`src/sv/cuckoo_hash_set_unit_assert.svh`:
```
`ifndef CUCKOO_HASH_SET_UNIT_ASSERT_SVH
`define CUCKOO_HASH_SET_UNIT_ASSERT_SVH
// implication checked every cycle outside reset
`define CHS_ASSERT_IMPL(label, clk, rst, a, c) \
   label: assert property (@(posedge clk) disable iff (rst) (a) |-> (c)) \
      else $error("assertion failed");
// next-cycle implication
`define CHS_ASSERT_NEXT(label, clk, rst, a, c) \
   label: assert property (@(posedge clk) disable iff (rst) (a) |=> (c)) \
      else $error("assertion failed");
`endif

```
`src/sv/chs_pkg.sv`:
```
`timescale 1ns / 1ps
package chs_pkg;
   localparam int TableDepthDefault = 1024;
   localparam int MaxKicksDefault = 32;
   localparam int KeyW = 64;
   localparam int CountW = 12;
   localparam int CapW = 4;
   localparam int WordAw = 11;

   localparam logic [1:0] FUNC_INSERT = 2'd0;
   localparam logic [1:0] FUNC_LOOKUP = 2'd1;
   localparam logic [1:0] FUNC_REMOVE = 2'd2;
   localparam logic [1:0] FUNC_LOAD = 2'd3;

   localparam logic [2:0] ST_DONE = 3'd0;
   localparam logic [2:0] ST_PRESENT = 3'd1;
   localparam logic [2:0] ST_MISSING = 3'd2;
   localparam logic [2:0] ST_ZERO = 3'd3;
   localparam logic [2:0] ST_KICKS = 3'd4;
   localparam logic [2:0] ST_LOADED = 3'd5;

   typedef struct packed {
      logic [1:0] func;
      logic [63:0] key;
      logic hash_select;
      logic [2:0] byte_position;
      logic [7:0] byte_value;
      logic [63:0] hash_word;
   } req_type;

   typedef struct packed {
      logic [2:0] status;
      logic found;
      logic [63:0] homeless_key;
      logic [11:0] element_count;
   } rsp_type;

   // controller to datapath
   typedef struct packed {
      logic take_req;
      logic load_word;
      logic hash_step;
      logic slot_read;
      logic remove_one;
      logic remove_two;
      logic place_one;
      logic place_two;
      logic evict_one;
      logic count_up;
      logic count_down;
      logic finish;
      logic [2:0] status;
      logic found;
      logic homeless;
   } cmd_type;

   // datapath to controller
   typedef struct packed {
      logic [1:0] func;
      logic key_zero;
      logic hash_last;
      logic in_one;
      logic in_two;
      logic empty_one;
      logic empty_two;
      logic kicks_left;
      logic clearing;
   } stat_type;
endpackage

```
`src/sv/chs_control.sv`:
```
`timescale 1ns / 1ps
module chs_control
   import chs_pkg::*;
(
   input logic clock,
   input logic reset,
   input logic req_valid,
   output logic req_stall,
   output logic rsp_valid,
   input logic rsp_stall,
   input stat_type stat,
   output cmd_type cmd
);
   typedef enum logic [4:0] {
      S_IDLE = 5'b00001,
      S_HASH = 5'b00010,
      S_READ = 5'b00100,
      S_DECIDE = 5'b01000,
      S_WAIT = 5'b10000
   } state_type;

   state_type state_ff, state_in;
   logic rsp_valid_ff, rsp_valid_in;
   logic insert_ff, insert_in;

   assign req_stall = state_ff != S_IDLE || stat.clearing || (rsp_valid_ff && rsp_stall);
   assign rsp_valid = rsp_valid_ff;

   always_comb begin
      state_in = state_ff;
      insert_in = insert_ff;
      rsp_valid_in = rsp_valid_ff && rsp_stall;
      cmd = '0;
      unique case (state_ff)
         S_IDLE: begin
            if (req_valid && !req_stall) begin
               cmd.take_req = 1'b1;
               state_in = S_WAIT;
               insert_in = 1'b0;
            end
         end
         S_WAIT: begin
            if (stat.func == FUNC_LOAD) begin
               cmd.load_word = 1'b1;
               cmd.finish = 1'b1;
               cmd.status = ST_LOADED;
               rsp_valid_in = 1'b1;
               state_in = S_IDLE;
            end else if (stat.key_zero) begin
               cmd.finish = 1'b1;
               cmd.status = ST_ZERO;
               rsp_valid_in = 1'b1;
               state_in = S_IDLE;
            end else begin
               cmd.hash_step = 1'b1;
               state_in = S_HASH;
            end
         end
         S_HASH: begin
            cmd.hash_step = !stat.hash_last;
            if (stat.hash_last) begin
               cmd.slot_read = 1'b1;
               state_in = S_READ;
            end
         end
         S_READ: state_in = S_DECIDE;
         S_DECIDE: begin
            state_in = S_IDLE;
            rsp_valid_in = 1'b1;
            cmd.finish = 1'b1;
            if (insert_ff) begin
               if (stat.empty_one) begin
                  cmd.place_one = 1'b1; cmd.count_up = 1'b1; cmd.status = ST_DONE;
               end else if (stat.empty_two) begin
                  cmd.place_two = 1'b1; cmd.count_up = 1'b1; cmd.status = ST_DONE;
               end else begin
                  cmd.evict_one = 1'b1;
                  if (stat.kicks_left) begin
                     cmd.finish = 1'b0; rsp_valid_in = 1'b0;
                     state_in = S_HASH;
                  end else begin
                     cmd.status = ST_KICKS;
                     cmd.homeless = 1'b1;
                     insert_in = 1'b0;
                  end
               end
            end else if (stat.func == FUNC_LOOKUP) begin
               cmd.found = stat.in_one || stat.in_two;
               cmd.status = cmd.found ? ST_DONE : ST_MISSING;
            end else if (stat.func == FUNC_REMOVE) begin
               if (stat.in_one || stat.in_two) begin
                  cmd.remove_one = stat.in_one;
                  cmd.remove_two = !stat.in_one;
                  cmd.count_down = 1'b1;
                  cmd.status = ST_DONE;
               end else cmd.status = ST_MISSING;
            end else if (stat.in_one || stat.in_two) begin
               cmd.status = ST_PRESENT;
            end else begin
               cmd.finish = 1'b0; rsp_valid_in = 1'b0;
               insert_in = 1'b1;
               state_in = S_DECIDE;
            end
         end
         default: state_in = S_IDLE;
      endcase
   end

   always_ff @(posedge clock) begin
      if (reset) begin
         state_ff <= S_IDLE;
         rsp_valid_ff <= 1'b0;
         insert_ff <= 1'b0;
      end else begin
         state_ff <= state_in;
         rsp_valid_ff <= rsp_valid_in;
         insert_ff <= insert_in;
      end
   end
endmodule

```
`config.mk`:
```
export PLATFORM = sky130hd
export DESIGN_NAME = chs_control
export DESIGN_NICKNAME = d
export VERILOG_FILES = /design/src/sv/cuckoo_hash_set_unit_assert.svh /design/src/sv/chs_pkg.sv /design/src/sv/chs_control.sv
export SDC_FILE = /design/constraint.sdc
export NUM_CORES = 1
export LEC_CHECK = 0
export ABC_AREA = 1
export BUFFER_PORTS_ARGS = -buffer_cell sky130_fd_sc_hd__buf_4
export CORE_ASPECT_RATIO = 0.8
export CORE_MARGIN = 5
export CORE_UTILIZATION = 40
export CTS_CLUSTER_SIZE = 14
export DETAILED_ROUTE_END_ITERATION = 10
export PLACE_DENSITY = 0.76
export SYNTH_ARGS = -nofsm -noshare
export SYNTH_HDL_FRONTEND = slang
export SYNTH_SLANG_ARGS = --single-unit
```
`constraint.sdc`:
```
create_clock -name clock -period 1.6 [get_ports clock]
set_clock_uncertainty 0.15 [all_clocks]
set_input_delay 0.08 -clock clock [delete_from_list [all_inputs] [get_ports clock]]
set_output_delay 0.08 -clock clock [all_outputs]
set_load 0.005 [all_outputs]
```
==> results of run 1 <==
==> final timing paths <==
kind / slack (ps) / to
setup reg to reg: 170 / state_ff[0]
setup / recovery: -30 / cmd[2]
hold reg to reg: 450 / insert_ff
hold / removal: 30 / insert_ff
==> cells in the final DEF (no fill, tap or decap), types with 2 or more instances in the layout <==
cell,Yosys,routed
o21ai_1,1,2
buf_4,0,37
nand2_1,24,22
nand3_4,1,2
inv_2,1,3
nand2_2,4,5
nor2_1,17,15
a21oi_1,2,2
dfxtp_2,0,3
inv_1,25,23
nor2_4,4,8
nand4_1,2,2
dfxtp_4,0,3
nand3_1,8,8
nor3_1,2,2
clkbuf_4,0,3
dlygate4sd3_1,0,3
==> power groups by stage <==
stage               sequential, mW  combinational, mW  clock [mW]
floorplan                    0.206              0.140           0
global placement             0.206              0.212           0
detailed placement           0.207              0.215           0
CTS                          0.208              0.249       0.167
global route                 0.216              0.324       0.177
finish                       0.215              0.297       0.163
==> synthesized netlist by cell type (2+ instances only) <==
master	n
a21oi_1	2
dfxtp_1	7
inv_1	25
nand2_1	24
nand2_2	4
nand3_1	8
nand4_1	2
nor2_1	17
nor2_2	3
nor2_4	4
nor3_1	2
nor3_2	2
o21ai_0	2
==> sequential cells by signal, indices dropped and copies added, names as in the netlist <==
| name | flops |
|---|---|
| insert_ff | 1 |
| state_ff | 5 |
| rsp_valid | 1 |
==> logic make-up after synthesis <==
kind of cell,after synthesis,share of synthesized area [%]
buffers and inverters,26,14.6
AOI/OAI and AO/OA,7,6.75
DFF,7,21.0
and+or+nand+nor,72,57.6
==> metrics by stage <==
step,cells,power (mW)
after floorplan,112,0.345
after global placement,166,0.419
after detailed placement,166,0.423
after CTS,178,0.624
after global routing,180,0.717
final,180,0.674
==> worst max-delay path: cells and delay by family (launching register included) <==
kind / cells / cell delay [ps]
AND/OR/NAND/NOR: 3 / 480
flip-flops: 1 / 350
buffers and inverters: 2 / 180
AO/OA/AOI/OAI: 1 / 140
==> timing repair <==
| action | 4_1_cts | 5_1_grt |
|---|---|---|
| setup buffers | 5 | 2 |
| cloned | 0 | 0 |
| gates resized for setup | 6 | 19 |
| setup endpoints to repair | 7 | 12 |
| endpoints found under the hold margin | 6 | 0 |
| pin swaps | 3 | 4 |
| hold buffers | 3 | 0 |
==> metal layers <==
layer	share of wire [%]	up-vias	global-route usage, %
met1	44	388	18.0
li1	-	440	-
met5	0	-	0
met2	50	23	31.8
met3	3.6	6	3.92
met4	2.5	0	2.91
==> area by class of cell <==
| class | instances | area, um^2 |
|---|---|---|
| fill | 131 | 484 |
| inverter | 26 | 97.6 |
| timing repair buffer | 42 | 339 |
| clock buffer | 4 | 26.3 |
| tap | 22 | 27.5 |
| sequential | 7 | 155 |
| multi-input combinational | 79 | 480 |
==> impl_metrics.toml, run 1 <==
[pwr]
netSwitchingFraction_pct = 35.8
power.switching_uw = 242
p_clk_share_pct = 24.1
power.density_nw_per_um2 = 599
p_comb_share_pct = 44.0
p_int_uw = 433
ir_drop_uv = 417
p_leak_nw = 0.606
pwr-share-seq_pct = 31.9

[route]
drc = 0
viasPerCell = 4.76
first_pass_iters = 4
drt_iter0_drc = 15
detail_route.wl_per_cell_um = 12.0
wl_mm = 2.16
ant_nets = 0
vias = 857

[yosys]
postSynthCellCount = 112
synth_top_area_share_pct = 21.0
async_reset_ff_share_pct = 0
yosysTopAreaCell = "dfxtp_1"
synthTopCellsByArea = "dfxtp_1, inv_1, nand2_1"
synth.avg_cell_area_um2 = 5.95
synth-seq-cells = 7
synth_area_um2 = 667
synth_edf_count = 0
synth_cell_type_count = 23
ys_warn_count = 0
synthFlopType = "dfxtp_1"
yosysSeqAreaShare_pct = 21.0
syn_nets = 126

[final_layout]
nets = 173
syn2layout_area_growth_pct = 68.9
antennaDiodeCount = 0
design_area_um2 = 1130
finish.utilization_pct = 69.9
post_route_cells_drive_above_1_share_pct = 46.2

[worst_hold_path]
hold_start = "req_valid"
hold_depth = 4
hp-class = "in2reg"

[floorplan]
coreArea_um2 = 1610
start_util_pct = 41.4
die_x_um = 55.7
dieArea_um2 = 2590
num_rows = 13
die_y_um = 46.5
pin_count = 33

[timing]
timing.final.crit_share_pct = 102
rsz0062_at_grt = "yes"
maxSlewViolCount = 0
whs_ps = 32.3
setup_viol = 3
clock.fmax_ghz = 0.613
report.final.hold_viol_count = 0
relSlewSlack_pct = 78.7
setup_slack_ps = -31.4
min_period_ps = 1630
tightest_slew_ps = 317
setup_tns_ps = -56.9

[critical_path]
startpoint = "state_ff[2]"
r2r_cells = 8
crit_top_cell = "nor2_4"
worstPathCellList = "nor2_4, inv_2, nor2_4, nand3_1, o21ai_1, buf_4"
worstSetupEndpointType = "primary output"
r2r_start = "state_ff[2]"
crit_required_ps = 1370
path_class = "reg2out"
critical-path-max-stage-delay_ps = 350
cp-start-kind = "flip-flop"
arrival_ps = 1400
critPathSlowestCell = "dfxtp_2"
crit_path_max_fanout = 6

[place]
globalplace.congestion = 0.753
hpwl_mm = 1.49
port_buffers = 32
dpl_cell_area_um2 = 935
place_ws_ps = 189

[global_route]
grt_max_degree = 8
grt_pass1_wl_mm = 3.24
grt_pass1_vias = 775
grt-ovfl-total = 0
grtUsageTotal_pct = 16.1
antenna_found_initial = 0

[status]
status = "finished, violations left"
violations = "negative setup slack"

[clocking]
cts-buffers-inserted = 3
htreeDepth = 1
clk_pin_slew_ps = 60
clock_sinks = 7
clockRootBuffer = "clkbuf_4"
clock_latency_ps = 250
cts_tree = "done"
clockBufferDepth = 2

[job]
cap_violations = 0
Power figures use the tool's default switching activity.
==> run 2: changes to the inputs <==
- PLACE_DENSITY: 0.76 -> 0.67
==> impl_metrics.toml, run 2 (synthesis results as in run 1) <==
[status]
status = "finished, violations left"
violations = "negative setup slack"

[worst_hold_path]
hp-class = "in2reg"

[clocking]
clk_pin_slew_ps = 60
clock_sinks = 7
cts_tree = "done"
clockRootBuffer = "clkbuf_4"
clockBufferDepth = 2
cts-buffers-inserted = 3
htreeDepth = 1
clock_latency_ps = 270

[job]
cap_violations = 0

[timing]
maxSlewViolCount = 0
report.final.hold_viol_count = 0
min_period_ps = 1660
setup_viol = 5
rsz0062_at_grt = "yes"
setup_tns_ps = -101
relSlewSlack_pct = 79.3
setup_slack_ps = -59.4
clock.fmax_ghz = 0.603
tightest_slew_ps = 308
timing.final.crit_share_pct = 104

[global_route]
grtUsageTotal_pct = 17.4
grt-ovfl-total = 0
antenna_found_initial = 0
grt_max_degree = 8
grt_pass1_wl_mm = 3.41
grt_pass1_vias = 781

[floorplan]
pin_count = 33
num_rows = 13
die_x_um = 55.7
dieArea_um2 = 2590
die_y_um = 46.5
coreArea_um2 = 1610
start_util_pct = 41.4

[place]
port_buffers = 32
dpl_cell_area_um2 = 935
hpwl_mm = 1.52
globalplace.congestion = 0.747

[route]
viasPerCell = 4.79
vias = 872
drc = 0
first_pass_iters = 4
ant_nets = 0
wl_mm = 2.18
detail_route.wl_per_cell_um = 12.0
drt_iter0_drc = 34

[final_layout]
multi_input_area_um2 = 472
mostFrequentLayoutCells = "buf_4, inv_1, nand2_1, nor2_1"
top_register = "state_ff"
design_area_um2 = 1110
seq_area_um2 = 153
fillCellCount = 145
finish.utilization_pct = 69.2
nets = 175
antennaDiodeCount = 0
post_route_cells_drive_above_1_share_pct = 46.9
largest_reg_flops = 5
syn2layout_area_growth_pct = 67.0
final_common_cell = "buf_4"

[pwr]
power.density_nw_per_um2 = 586
ir_drop_uv = 420
p_leak_nw = 0.612

[critical_path]
arrival_ps = 1430
critPathTopFamily = "simple AND/OR/NAND/NOR gates"
worstPathCellList = "nor2_4, buf_4, nand3_4, nor4_1, buf_4"
critPathSlowestCell = "dfxtp_2"
path_class = "reg2out"
path_buf_inv = 2
crit_top_cell = "buf_4"
worstSetupEndpointType = "primary output"
crit_path_max_fanout = 5
crit_required_ps = 1370
critical-path-max-stage-delay_ps = 330
cp-start-kind = "flip-flop"
## run 2: cell type report
| cell class | count | share of cell area [%] |
|---|---|---|
| clock buffers | 4 | 2.36 |
| multi-input cells | 79 | 42.4 |
| well taps | 22 | 2.47 |
| flip-flops and latches | 7 | 13.7 |
| inverters | 26 | 8.76 |
| repair buffers | 44 | 30.3 |
## run 2: layer usage
metal  wire length (um)  vias up  share of wire [%]  global-route usage, %
li1                   -      438                  -                      -
met1                884      396                 41                   19.4
met2               1140       33                 52                   33.0
met3                130        5                6.0                   4.48
met4                 24        0                1.1                   5.83
met5                  0        -                  0                      0
## run 2: path summary, 6_finish.rpt
kind / from / to / slack, ps / cells after the start
max: state_ff[0] / cmd[12] / -60 / 5
min: req_valid / insert_ff / 0.9 / 4
max reg2reg: state_ff[0] / rsp_valid / 60 / 9
min reg2reg: insert_ff / insert_ff / 460 / 4
## run 2: timing repair
action | in CTS | in global routing
hold buffers | 3 | 0
resized for setup | 11 | 9
gates cloned | 0 | 0
endpoints found under the hold margin | 7 | 0
buffers inserted | 5 | 4
endpoints found under the setup margin | 7 | 14
pin swaps | 4 | 11
## run 2: stage by stage
step	setup slack, ps	std cells	hold slack (ps)	power (mW)
2_1_floorplan	418	112	-0.934	0.345
3_3_place_gp	257	166	146	0.419
3_5_place_dp	215	166	148	0.422
4_1_cts	-28.7	178	21.7	0.612
5_1_grt	-96.4	182	31.2	0.692
6_report	-59.4	182	0.925	0.652
## run 2: report_power, final
part / internal, mW / switching [mW]
clock network: 0.0960 / 0.0781
logic: 0.130 / 0.139
registers: 0.191 / 0.0176
## run 2: worst register-to-register path: cells and delay by family (launching register included)
kind	cells	cell delay, ps
buffers and inverters	4	490
flip-flops	1	330
AND/OR/NAND/NOR	5	480
==> run 3: changes to the inputs <==
- CORE_ASPECT_RATIO: 0.8 -> not set
- CORE_UTILIZATION: 40 -> 44
- PLACE_DENSITY: 0.67 -> 0.73
==> impl_metrics.toml, run 3 (synthesis results as in run 1) <==
[status]
status = "finished, violations left"
violations = "negative setup slack"

[timing]
maxSlewViolCount = 0
setup_tns_ps = -11.1
setup_viol = 2
setup_slack_ps = -8.79
tightest_slew_ps = 281
report.final.hold_viol_count = 0
clock.fmax_ghz = 0.622
rsz0062_at_grt = "yes"
relSlewSlack_pct = 81.1
timing.final.crit_share_pct = 101
whs_ps = 35.7
min_period_ps = 1610

[final_layout]
largest_reg_flops = 5
antennaDiodeCount = 0
top_register = "state_ff"
syn2layout_area_growth_pct = 76.0
finish.utilization_pct = 79.8
mostFrequentLayoutCells = "buf_4, nand2_1, inv_1, nor2_1, nor2_4"
final_common_cell = "buf_4"
post_route_cells_drive_above_1_share_pct = 54.0
nets = 178

[route]
viasPerCell = 4.89
wl_mm = 2.08
ant_nets = 0
drt_iter0_drc = 18
first_pass_iters = 4
vias = 875
detail_route.wl_per_cell_um = 11.6
drc = 0

[clocking]
cts_tree = "done"
clock_sinks = 7
cts-buffers-inserted = 3
clock_latency_ps = 250
clk_pin_slew_ps = 50
htreeDepth = 1
clockRootBuffer = "clkbuf_4"
clockBufferDepth = 2

[floorplan]
start_util_pct = 45.3
num_rows = 14
dieArea_um2 = 2390
die_x_um = 48.9
die_y_um = 48.9
coreArea_um2 = 1470
pin_count = 33

[critical_path]
r2r_start = "state_ff[1]"
path_buf_inv = 2
startpoint = "state_ff[2]"
path_class = "reg2out"
crit_path_max_fanout = 6
reg2reg_setup_slack_ps = 120
arrival_ps = 1380
critical-path-max-stage-delay_ps = 380
cp_num_cells = 6
cp-start-kind = "flip-flop"
worstSetupEndpointType = "primary output"
r2r-end = "state_ff[0]"
critPathCapture = "cmd[4]"
crit_required_ps = 1370
r2r_cells = 9
crit_top_cell = "buf_4"
critPathTopFamily = "simple AND/OR/NAND/NOR gates"
critPathSlowestCell = "dfxtp_2"
worstPathCellList = "nor2_4, buf_4, nand3_4, nor3_2, or2_2, buf_4"

[pwr]
ir_drop_uv = 523
p_leak_nw = 0.625
totalPowerFinal_uw = 680
power.density_nw_per_um2 = 579

[global_route]
grt_pass1_vias = 822
antenna_found_initial = 0
grt_max_degree = 8
grtUsageTotal_pct = 16.7
grt-ovfl-total = 0
grt_pass1_wl_mm = 3.27

[worst_hold_path]
hp-class = "in2reg"
hold_start = "req_valid"

[place]
globalplace.congestion = 0.831
port_buffers = 32
hpwl_mm = 1.49

[job]
cap_violations = 0
==> run 3: area by class of cell <==
| class | instances | area (um^2) |
|---|---|---|
| multi-input cells | 79 | 499 |
| repair buffers | 47 | 380 |
| inverters | 26 | 97.6 |
| fillers | 107 | 298 |
| clock buffers | 4 | 26.3 |
| well taps | 16 | 20.0 |
| flip-flops and latches | 7 | 150 |
==> run 3: metal layers <==
metal	track usage (%)	share of wire, %	vias to the layer above
met5	0	0	-
met4	8.52	1.5	0
met3	5.81	6.1	5
met2	27.2	51	29
met1	19.0	41	393
li1	-	-	448
==> run 3: metrics by stage <==
| stage | setup slack [ps] | cell area (um^2) | std cells |
|---|---|---|---|
| after floorplan | 418 | 667 | 112 |
| after global placement | 225 | 927 | 160 |
| after detailed placement | 188 | 927 | 160 |
| after CTS | -13.0 | 1050 | 173 |
| after global routing | -97.5 | 1170 | 179 |
| final | -8.79 | 1170 | 179 |
==> run 3: report_power, final <==
group          switching, mW  internal, mW  leakage (nW)  total (mW)
registers             0.0179         0.192        0.0592       0.210
logic                  0.153         0.153         0.550       0.306
clock network         0.0678        0.0953        0.0150       0.163
==> run 3: worst register-to-register path: stages, from the launching register on <==
cell,delay [ps]
dfxtp_2,340
nor2_4,150
nand2_2,80
nor2_4,150
nand2_1,80
nor2_2,110
nor2_2,50
buf_4,130
buf_4,120
nand4_1,50
==> run 3: worst min-delay path by stage <==
| stage | slack (ps) | cells after the start | to |
|---|---|---|---|
| finish | 40 | 4 | state_ff[0] |
| floorplan | -0.9 | 1 | insert_ff |
| global placement | 150 | 2 | state_ff[4] |
| detailed placement | 150 | 2 | state_ff[4] |
| global route | 40 | 4 | state_ff[0] |
| CTS | 30 | 4 | state_ff[0] |
==> run 3: repair_timing <==
item / CTS / global route
gates resized for setup: 5 / 26
pin swaps: 3 / 8
endpoints found under the setup margin: 7 / 15
hold endpoints to repair: 7 / 0
buffers inserted: 6 / 6
hold buffers: 3 / 0
